===== src/sal_pkg.sv =====
// shared types and constants for the shelf atlas allocator
package sal_pkg;

  localparam int unsigned CURSOR_W   = 14;
  localparam int unsigned CFG_W      = 14;
  localparam int unsigned SIDE_MIN   = 16;
  localparam int unsigned SIDE_RESET = 1024;

  // floor(x / 3) == (x * DIV3_RECIP) >> DIV3_SHIFT for every 12-bit x
  localparam logic [12:0] DIV3_RECIP = 13'd5462;
  localparam int unsigned DIV3_SHIFT = 14;

  typedef enum logic {
    OP_PLACE = 1'b0,
    OP_CLEAR = 1'b1
  } sal_op_t;

  typedef enum logic [1:0] {
    KIND_MASK   = 2'd0,
    KIND_COLOR  = 2'd1,
    KIND_LCD    = 2'd2,
    KIND_UNUSED = 2'd3
  } sal_kind_t;

  typedef struct packed {
    logic        operation;
    logic [11:0] bitmap_width;
    logic [9:0]  bitmap_height;
    logic [1:0]  glyph_kind;
  } sal_in_t;

  typedef struct packed {
    logic [12:0] pos_u;
    logic [12:0] pos_v;
    logic [11:0] placed_width;
    logic [9:0]  placed_height;
    logic        grew;
    logic        no_room;
  } sal_out_t;

endpackage


===== src/shelf_atlas_allocator.sv =====
// shelf packing allocator for a square glyph atlas
// each accepted beat's placement is registered, into the skid stage if the output is held
// throughput: one beat per cycle unless stalled; placement is one pass of adds and compares
// the output register has a skid stage behind it, so input is stalled only when both are full
// reset (synchronous, active low): cursor and shelf cleared, atlas side = min(1024, MAX_SIDE)
// a configuration write loads the limited side and clears the shelf as reset does
module shelf_atlas_allocator #(
  parameter int unsigned MAX_SIDE = 8192
) (
  input  logic                              clk,
  input  logic                              rst_n,
  input  logic                              in_valid,
  output logic                              in_stall,
  input  sal_pkg::sal_in_t                  in_data,
  output logic                              out_valid,
  input  logic                              out_stall,
  output sal_pkg::sal_out_t                 out_data,
  input  logic                              cfg_we,
  input  logic [sal_pkg::CFG_W-1:0]         cfg_wdata
);
  import sal_pkg::*;

  localparam int unsigned SIDE_W     = $clog2(MAX_SIDE) + 1;
  localparam int unsigned CALC_W     = (SIDE_W > 15) ? SIDE_W + 1 : 16;
  localparam int unsigned RESET_SIDE = (SIDE_RESET > MAX_SIDE) ? MAX_SIDE : SIDE_RESET;

  logic [CURSOR_W-1:0] cursor_x_r, cursor_x_nxt;
  logic [CURSOR_W-1:0] shelf_top_r, shelf_top_nxt;
  logic [9:0]          shelf_tall_r, shelf_tall_nxt;
  logic [SIDE_W-1:0]   atlas_side_r, atlas_side_nxt;

  logic                out_valid_r, skid_valid_r;
  sal_out_t            out_data_r, skid_data_r;

  logic                in_accept, out_take;
  logic                is_lcd, empty_rect, wrap, vfail, at_max;
  logic [24:0]         div_prod;
  logic [11:0]         aw;
  logic [CALC_W-1:0]   side_ext, row_end, ny, ny_fin, cfg_ext, side_dbl;
  logic [CURSOR_W-1:0] nx, nx_fin;
  logic [9:0]          nt, nt_fin;
  logic [SIDE_W-1:0]   side_grown, cfg_side;
  sal_out_t            result;

  assign in_accept = in_valid && !in_stall;
  assign out_take  = out_valid_r && !out_stall;
  assign in_stall  = skid_valid_r;
  assign out_valid = out_valid_r;
  assign out_data  = out_data_r;

  // placement datapath
  assign is_lcd     = (in_data.glyph_kind == KIND_LCD);
  assign div_prod   = 25'(in_data.bitmap_width) * 25'(DIV3_RECIP);
  assign aw         = is_lcd ? 12'(div_prod[24:DIV3_SHIFT]) : in_data.bitmap_width;
  assign empty_rect = (in_data.bitmap_width == '0) || (in_data.bitmap_height == '0);

  assign side_ext = CALC_W'(atlas_side_r);
  assign row_end  = CALC_W'(cursor_x_r) + CALC_W'(aw) + CALC_W'(1);
  assign wrap     = row_end > side_ext;
  assign nx       = wrap ? '0 : cursor_x_r;
  assign ny       = wrap ? CALC_W'(shelf_top_r) + CALC_W'(shelf_tall_r) + CALC_W'(1)
                         : CALC_W'(shelf_top_r);
  assign nt       = wrap ? '0 : shelf_tall_r;
  assign vfail    = (ny + CALC_W'(in_data.bitmap_height)) > side_ext;
  assign at_max   = CALC_W'(atlas_side_r) >= CALC_W'(MAX_SIDE);

  assign side_dbl   = CALC_W'(atlas_side_r) << 1;
  assign side_grown = (side_dbl > CALC_W'(MAX_SIDE)) ? SIDE_W'(MAX_SIDE) : SIDE_W'(side_dbl);

  assign nx_fin = vfail ? '0 : nx;
  assign ny_fin = vfail ? '0 : ny;
  assign nt_fin = vfail ? '0 : nt;

  // register write value limited to the legal side range
  assign cfg_ext  = CALC_W'(cfg_wdata);
  assign cfg_side = (cfg_ext < CALC_W'(SIDE_MIN)) ? SIDE_W'(SIDE_MIN) :
                    (cfg_ext > CALC_W'(MAX_SIDE)) ? SIDE_W'(MAX_SIDE) : SIDE_W'(cfg_ext);

  always_comb begin
    result         = '0;
    cursor_x_nxt   = cursor_x_r;
    shelf_top_nxt  = shelf_top_r;
    shelf_tall_nxt = shelf_tall_r;
    atlas_side_nxt = atlas_side_r;
    if (cfg_we) begin
      cursor_x_nxt   = '0;
      shelf_top_nxt  = '0;
      shelf_tall_nxt = '0;
      atlas_side_nxt = cfg_side;
    end else if (in_accept) begin
      if (in_data.operation == OP_CLEAR) begin
        cursor_x_nxt   = '0;
        shelf_top_nxt  = '0;
        shelf_tall_nxt = '0;
      end else if (!empty_rect) begin
        if (vfail && at_max) begin
          result.no_room = 1'b1;
        end else begin
          result.pos_u         = 13'(nx_fin);
          result.pos_v         = ny_fin[12:0];
          result.placed_width  = aw;
          result.placed_height = in_data.bitmap_height;
          result.grew          = vfail;
          cursor_x_nxt   = CURSOR_W'(CALC_W'(nx_fin) + CALC_W'(aw) + CALC_W'(1));
          shelf_top_nxt  = ny_fin[CURSOR_W-1:0];
          shelf_tall_nxt = (nt_fin > in_data.bitmap_height) ? nt_fin : in_data.bitmap_height;
          if (vfail) begin
            atlas_side_nxt = side_grown;
          end
        end
      end
    end
  end

  always_ff @(posedge clk) begin
    if (!rst_n) begin
      cursor_x_r   <= '0;
      shelf_top_r  <= '0;
      shelf_tall_r <= '0;
      atlas_side_r <= SIDE_W'(RESET_SIDE);
    end else begin
      cursor_x_r   <= cursor_x_nxt;
      shelf_top_r  <= shelf_top_nxt;
      shelf_tall_r <= shelf_tall_nxt;
      atlas_side_r <= atlas_side_nxt;
    end
  end

  // output register with skid stage
  always_ff @(posedge clk) begin
    if (!rst_n) begin
      out_valid_r  <= 1'b0;
      skid_valid_r <= 1'b0;
    end else if (skid_valid_r) begin
      if (out_take) begin
        skid_valid_r <= 1'b0;
      end
    end else if (in_accept) begin
      if (out_valid_r && !out_take) begin
        skid_valid_r <= 1'b1;
      end else begin
        out_valid_r <= 1'b1;
      end
    end else if (out_take) begin
      out_valid_r <= 1'b0;
    end
  end

  always_ff @(posedge clk) begin
    if (skid_valid_r) begin
      if (out_take) begin
        out_data_r <= skid_data_r;
      end
    end else if (in_accept) begin
      if (out_valid_r && !out_take) begin
        skid_data_r <= result;
      end else begin
        out_data_r <= result;
      end
    end
  end

  a_skid_needs_out: assert property (@(posedge clk) disable iff (!rst_n)
    skid_valid_r |-> out_valid_r)
    else $error("skid stage holds a beat while the output register is empty");

  a_side_range: assert property (@(posedge clk) disable iff (!rst_n)
    (CALC_W'(atlas_side_r) >= CALC_W'(SIDE_MIN)) && (CALC_W'(atlas_side_r) <= CALC_W'(MAX_SIDE)))
    else $error("atlas side out of range");

  a_side_no_shrink: assert property (@(posedge clk) disable iff (!rst_n)
    !cfg_we |=> atlas_side_r >= $past(atlas_side_r))
    else $error("atlas side shrank without a register write");

  a_grew_at_origin: assert property (@(posedge clk) disable iff (!rst_n)
    (out_valid_r && out_data_r.grew) |->
      (out_data_r.pos_u == '0 && out_data_r.pos_v == '0 && !out_data_r.no_room))
    else $error("grown atlas placement not at origin");

  a_no_room_empty: assert property (@(posedge clk) disable iff (!rst_n)
    (out_valid_r && out_data_r.no_room) |->
      (out_data_r.placed_width == '0 && out_data_r.placed_height == '0))
    else $error("no_room beat carries a placement");

endmodule

===== config.mk =====
export PLATFORM = sky130hd
export DESIGN_NAME = shelf_atlas_allocator
export DESIGN_NICKNAME = d
export VERILOG_FILES = /design/src/sal_pkg.sv /design/src/shelf_atlas_allocator.sv
export SDC_FILE = /design/constraint.sdc
export NUM_CORES = 1
export LEC_CHECK = 0
export ABC_AREA = 1
export ABC_CLOCK_PERIOD_IN_PS = 14700
export BUFFER_PORTS_ARGS = -buffer_cell sky130_fd_sc_hd__buf_2
export CAP_MARGIN = 10
export CORE_MARGIN = 4
export CORE_UTILIZATION = 62
export CTS_CLUSTER_DIAMETER = 120
export CTS_CLUSTER_SIZE = 24
export DETAILED_ROUTE_END_ITERATION = 10
export PLACE_DENSITY = 0.79
export SETUP_SLACK_MARGIN = 0.1
export SYNTH_ARGS = -nofsm -noshare
export SYNTH_HDL_FRONTEND = slang
export SYNTH_SLANG_ARGS = --single-unit
export TNS_END_PERCENT = 100

===== constraint.sdc =====
create_clock -name clk -period 14.7 [get_ports clk]
set_input_delay 1.47 -clock clk [delete_from_list [all_inputs] [get_ports clk]]
set_output_delay 1.47 -clock clk [all_outputs]
set_load 0.01 [all_outputs]

==> flow_metrics.env, run 1 <==
export IMPL_grt_pass1_wl_um=56600
export IMPL_vias=11366
export IMPL_p_int_w=0.00113
export IMPL_first_pass_iters=5
export IMPL_critPathSlowestCell="fa_1"
export IMPL_grt_pass1_vias=11254
export IMPL_start_kind="input port"
export IMPL_root_buffer="clkbuf_16"
export IMPL_die_w_um=152
export IMPL_power_leakage_nw=7.08
export IMPL_fill_cells=1671
export IMPL_finalCriticalPeriod_ns=13.63
export IMPL_combPwrFrac=0.542
export IMPL_crit_top_cell="nand2_1"
export IMPL_seq_power_share=0.248
export IMPL_final_setup_skew_ns=0.0116
export IMPL_p_clk_frac=0.210
export IMPL_ys_async_sr_fraction=0
export IMPL_dr_first_iter_drc_count=945
export IMPL_worstPathRequired_ns=14.99
export IMPL_core_region_area_um2=20400
export IMPL_synth_top_flop_cell="edfxtp_1"
export IMPL_multi_input_area_um2=7700
export IMPL_n_antenna_cell=0
export IMPL_clkLatencyLatePin_ns=0.43
export IMPL_place_area_um2=13600
export IMPL_dp_hpwl_um=27000
export IMPL_max_cap_viol_count=0
export IMPL_gp_congestion=0.965
export IMPL_grt_start_max_net_pins=65
export IMPL_final_nets=1977
export IMPL_initial_core_util=0.633
export IMPL_port_buffers=95
export IMPL_yosys_warnings=0
export IMPL_stdcell_area_um2=14300
export IMPL_worstPathMaxFanout=20
export IMPL_grtUsageTotal=0.301
export IMPL_grt_overflow_total=0
export IMPL_syn_inst=1625
export IMPL_clock_sinks=154
export IMPL_p_sw_frac=0.452
export IMPL_setup_slack_ns=1.07
export IMPL_min_path_type="reg -> reg"
export IMPL_vdd_drop_max_mv=0.0975
export IMPL_cpPeakStageDelay_ns=0.54
export IMPL_drive_gt1_frac=0.123
export IMPL_setup_viol=0
export IMPL_worst_pin_slew_ns=0.916
export IMPL_wl_per_cell_um=17.5
export IMPL_ys_seq_area_frac=0.317
export IMPL_antenna_found_initial=3
export IMPL_clock_fmax_mhz=73.4
export IMPL_avgSynthCellArea_um2=7.93
export IMPL_synth_enable_flop_cells=100
export IMPL_whs_ns=0.500
export IMPL_seqCellArea_um2=4090
export IMPL_vias_per_cell=5.67
export IMPL_cts_tree="done"
export IMPL_rsz0062_at_grt="yes"
export IMPL_synth_nets=1882
export IMPL_slew_headroom=0.387
export IMPL_ys_types=50
export IMPL_drcViolationCount=0
export IMPL_synth_area_um2=12900
export IMPL_clkTransAtPathRegs_ns=0.06
export IMPL_drv_slew=0
export IMPL_period_share=0.927
export IMPL_preCtsSetupSlack_ns=0.177
export IMPL_die_area_um2=23200
export IMPL_p_sw_w=0.000930
export IMPL_pin_count=96
export IMPL_routed_wl_um=35000
export IMPL_num_rows=52
export IMPL_ant_nets=0
export IMPL_p_per_area_nw_per_um2=143
export IMPL_die_y_um=152
export IMPL_cts_max_level=4
export IMPL_clk_path_buf_depth=2
export IMPL_run_status="finished clean"
export IMPL_path_class="in -> reg"
export IMPL_reg2reg_depth=68
export IMPL_power_w=0.00206
export IMPL_critPathArrivalTime_ns=13.91
export IMPL_synth_seq_cells=154
export IMPL_finalHoldViolCount=0
export IMPL_cts_buffers_inserted=17
export IMPL_endpoint_kind="flop"
export IMPL_min_path_cells=2
export IMPL_area_delta_synth_final_pct=11.3
## what timing repair did
action	4_1_cts	5_1_grt
hold endpoints to repair	0	0
gates resized for setup	0	23
setup buffers	0	6
hold buffers	0	0
setup endpoints to repair	0	20
## power groups by stage
stage                     sequential [W]  clock, W  combinational, W
after floorplan                 0.000524         0          0.000802
after global placement          0.000518         0           0.00105
after detailed placement        0.000519         0           0.00106
after CTS                       0.000510  0.000436           0.00107
after global routing            0.000512  0.000456           0.00126
final                           0.000510  0.000432           0.00112
## area by class of cell
class                   count  area share
inverters                 261      0.0685
flip-flops and latches    154       0.285
multi-input cells        1166       0.537
clock buffers              19      0.0302
repair buffers            120      0.0465
clock inverters            13     0.00934
well taps                 270      0.0236
## worst paths after layout
kind | startpoint | endpoint | slack [ns]
worst min register to register | atlas_side_r[10]$_SDFFE_PN1P_ | atlas_side_r[10]$_SDFFE_PN1P_ | 0.50
worst max register to register | cursor_x_r[0]$_SDFFE_PP0P_ | shelf_tall_r[1]$_SDFFE_PP0P_ | 5.66
worst min-delay path | atlas_side_r[10]$_SDFFE_PN1P_ | atlas_side_r[10]$_SDFFE_PN1P_ | 0.50
worst max-delay path | in_data[14] | shelf_tall_r[1]$_SDFFE_PP0P_ | 1.07
## layer usage
metal / part of all wire / GRT usage / vias to the layer above
met5: 0.0010 / 0 / -
met4: 0.045 / 0.130 / 6
met3: 0.067 / 0.0631 / 105
met2: 0.48 / 0.521 / 445
met1: 0.40 / 0.365 / 5276
li1: - / - / 5534
## per-stage QoR
stage                     setup TNS (ns)   util  instances
after floorplan                        0      -       1625
after global placement                 0  0.670       1965
after detailed placement               0  0.670       1965
after CTS                              0  0.697       1997
after global routing             -0.0655  0.704       2003
final                                  0  0.704       2003
## synth_stat cells, drive strengths merged (3+ instances only)
| library cell | n | area, um2 |
|---|---|---|
| nor3 | 22 | 115 |
| o21a | 10 | 75.1 |
| clkbuf | 23 | 86.3 |
| o21ai | 81 | 409 |
| ha | 169 | 2110 |
| xor2 | 26 | 228 |
| o211ai | 3 | 22.5 |
| inv | 258 | 971 |
| nand2 | 367 | 1420 |
| nand3 | 116 | 626 |
| a211oi | 5 | 37.5 |
| nor2 | 141 | 564 |
| a31oi | 4 | 25.0 |
| or2 | 3 | 18.8 |
| buf | 21 | 144 |
| edfxtp | 100 | 3000 |
| o21bai | 8 | 60.1 |
| a221oi | 3 | 26.3 |
| a21o | 3 | 22.5 |
| nor4 | 6 | 37.5 |
| fa | 44 | 881 |
| nand4 | 16 | 106 |
| clkinv | 3 | 11.3 |
| xnor2 | 16 | 140 |
| dfxtp | 54 | 1080 |
| a21oi | 112 | 572 |
## sequential cells by signal, summed over array words and instances (netlist names)
register,cells
skid_data_r,50
shelf_top_r,14
in_stall,1
out_data,50
cursor_x_r,14
out_valid,1
shelf_tall_r,10
atlas_side_r,14
## logic make-up (layout without fill, tap and decap cells)
kind of cell / Yosys count / in the layout / share of synthesized area
DFF: 154 / 154 / 0.317
muxes: 1 / 1 / 0.000777
xor gates and xnor gates: 42 / 42 / 0.0285
buffers and inverters: 305 / 413 / 0.0941
and+or+nand+nor: 674 / 674 / 0.225
adders and majority gates: 213 / 213 / 0.232
AOI/OAI and AO/OA: 236 / 236 / 0.102
## worst max-delay path: cells and delay by family
| kind | cells | cell delay [ns] |
|---|---|---|
| buffers and inverters | 10 | 1.02 |
| XOR/XNOR | 3 | 0.45 |
| AND/OR/NAND/NOR | 35 | 3.55 |
| adder cells (fa/ha/maj) | 11 | 4.25 |
| AO/OA/AOI/OAI | 24 | 3.14 |
## layout by cell type, fill, tap and decap left out, drive strengths merged
cell | synthesis | layout
a31oi | 4 | 4
mux2i | 1 | 1
o21ai | 81 | 81
and2 | 2 | 2
a21o | 3 | 3
nor3 | 22 | 22
a211oi | 5 | 5
nand4 | 16 | 16
clkbuf | 23 | 19
a21oi | 112 | 112
o41ai | 2 | 2
nand2 | 367 | 367
inv | 258 | 265
edfxtp | 100 | 100
clkinv | 3 | 5
o21bai | 8 | 8
nand3 | 116 | 116
o2111a | 1 | 1
or2 | 3 | 3
xnor2 | 16 | 16
bufinv | 0 | 1
nor4 | 6 | 6
o211ai | 3 | 3
o2111ai | 1 | 1
clkinvlp | 0 | 3
o21a | 10 | 10
dfxtp | 54 | 54
o31ai | 1 | 1
a221oi | 3 | 3
buf | 21 | 120
fa | 44 | 44
o221ai | 1 | 1
nor2 | 141 | 141
nand3b | 1 | 1
xor2 | 26 | 26
ha | 169 | 169
a32o | 1 | 1
Note: power is estimated with default switching activity, not from simulation.
==> run 2, diff against run 1 <==
Settings changed: CORE_UTILIZATION 62 to 32, PLACE_DENSITY 0.79 to 0.45.
==> run 2 against run 1 <==
  * Die area rose by 88%
  * Power grew 1.6%
  * Largest cell class unchanged
  * Highest routed layer is now met4
  * Sequential power barely moved
  * Clock skew increased by 0.0025 ns
==> flow_metrics.env, run 2 (same netlist as run 1, synthesis figures left out) <==
export IMPL_slew_headroom=0.317
export IMPL_crit_top_cell="nand2_1"
export IMPL_cts_max_level=4
export IMPL_clk_path_buf_depth=2
export IMPL_tns_ns=0
export IMPL_grt_overflow_total=0
export IMPL_dp_hpwl_um=30400
export IMPL_fill_cells=4201
export IMPL_grt_pass1_wl_um=61800
export IMPL_run_status="finished clean"
export IMPL_grt_start_max_net_pins=66
export IMPL_multi_input_area_um2=7720
export IMPL_pin_count=96
export IMPL_drv_slew=0
export IMPL_critPathSlowestCell="fa_1"
export IMPL_num_rows=73
export IMPL_vias=10866
export IMPL_endpoint_kind="flop"
export IMPL_vdd_drop_max_mv=0.0761
export IMPL_ant_nets=0
export IMPL_rsz0062_at_grt="yes"
export IMPL_setup_viol=0
export IMPL_worst_pin_slew_ns=1.01
export IMPL_power_w=0.00209
export IMPL_p_per_area_nw_per_um2=142
export IMPL_layout_common_cells="nand2_1 (355), inv_1 (250), ha_1 (164), nor2_1 (124), nand3_1 (109)"
export IMPL_path_class="in -> reg"
export IMPL_place_area_um2=14000
export IMPL_max_cap_viol_count=0
export IMPL_cts_hold_buf=0
export IMPL_port_buffers=95
export IMPL_final_setup_skew_ns=0.0141
export IMPL_stdcell_area_um2=14700
export IMPL_dr_first_iter_drc_count=604
export IMPL_finalCriticalPeriod_ns=13.57
export IMPL_clock_sinks=154
export IMPL_wl_per_cell_um=17.3
export IMPL_first_pass_iters=5
export IMPL_worstPathMaxFanout=16
export IMPL_vias_per_cell=4.80
export IMPL_critPathArrivalTime_ns=13.85
export IMPL_grt_pass1_vias=10865
export IMPL_start_kind="input port"
export IMPL_clock_fmax_mhz=73.7
export IMPL_die_area_um2=43600
export IMPL_final_common_cell="nand2_1"
export IMPL_power_leakage_nw=7.10
export IMPL_utilization=0.371
export IMPL_core_region_area_um2=39700
export IMPL_n_antenna_cell=0
export IMPL_area_delta_synth_final_pct=14.3
export IMPL_cts_buffers_inserted=17
export IMPL_cpPeakStageDelay_ns=0.52
export IMPL_initial_core_util=0.324
export IMPL_antenna_found_initial=0
export IMPL_drive_gt1_frac=0.129
export IMPL_gp_congestion=0.894
export IMPL_min_path_type="reg -> reg"
export IMPL_final_nets=1982
export IMPL_grtUsageTotal=0.179
export IMPL_period_share=0.923
export IMPL_worstPathRequired_ns=14.99
export IMPL_clkTransAtPathRegs_ns=0.07
export IMPL_routed_wl_um=39200
export IMPL_die_w_um=209
export IMPL_drcViolationCount=0
export IMPL_finalHoldViolCount=0
export IMPL_cts_tree="done"
export IMPL_die_y_um=209
export IMPL_clkLatencyLatePin_ns=0.44
export IMPL_root_buffer="clkbuf_16"
export IMPL_seqCellArea_um2=4090
run 2: cell count changes in the layout (fill, tap and decap cells not counted), moves of 2 or more:
cell	previous run	this run
a21oi_1	102	105
a21oi_2	9	6
buf_2	95	93
buf_4	24	29
clkbuf_1	2	0
clkbuf_4	0	2
clkinv_2	0	4
ha_1	166	164
o21ai_0	60	62
run 2: path summary, 6_finish.rpt:
path	startpoint	to	slack (ns)	depth (start not counted)
min reg2reg	atlas_side_r[10]$_SDFFE_PN1P_	atlas_side_r[10]$_SDFFE_PN1P_	0.50	2
min	atlas_side_r[10]$_SDFFE_PN1P_	atlas_side_r[10]$_SDFFE_PN1P_	0.50	2
max reg2reg	cursor_x_r[0]$_SDFFE_PP0P_	cursor_x_r[13]$_SDFFE_PP0P_	5.61	74
max	in_data[13]	cursor_x_r[13]$_SDFFE_PP0P_	1.13	91
run 2: per-layer routing:
| metal | wire length (um) | GRT usage | vias to the layer above |
|---|---|---|---|
| li1 | - | - | 5536 |
| met1 | 18200 | 0.235 | 5152 |
| met2 | 19400 | 0.318 | 159 |
| met3 | 1110 | 0.0240 | 19 |
| met4 | 435 | 0.0349 | 0 |
| met5 | 0 | 0 | - |
run 2: critical path, delay by kind of cell:
family	cells	cell delay (ns)
adders and majority gates	11	4.03
and+or+nand+nor	41	3.46
AOI/OAI and AO/OA	21	3.26
buffers and inverters	15	1.10
xor gates and xnor gates	3	0.46
run 2: through the flow:
step	setup slack, ns	instances	hold WS [ns]
finish	1.13	2263	0.502
global route	0.0440	2263	0.527
CTS	0.652	2259	0.506
detailed placement	0.222	2227	0.497
global placement	0.543	2227	0.480
floorplan	1.34	1625	0.452
run 2: cell type report:
cell class	instances	area share
multi-input cells	1166	0.524
flip-flops and latches	154	0.277
inverters	261	0.0670
repair buffers	125	0.0488
well taps	525	0.0446
clock buffers	18	0.0306
clock inverters	14	0.00722
run 2: where the power goes:
part           switching, W  total, W  internal (W)
Sequential        0.0000152  0.000510      0.000495
Combinational      0.000726   0.00115      0.000421
Clock              0.000204  0.000433      0.000229
run 2: repair_timing:
item / CTS / global route
setup endpoints to repair: 0 / 17
buffers inserted: 0 / 4
gates resized for setup: 0 / 30
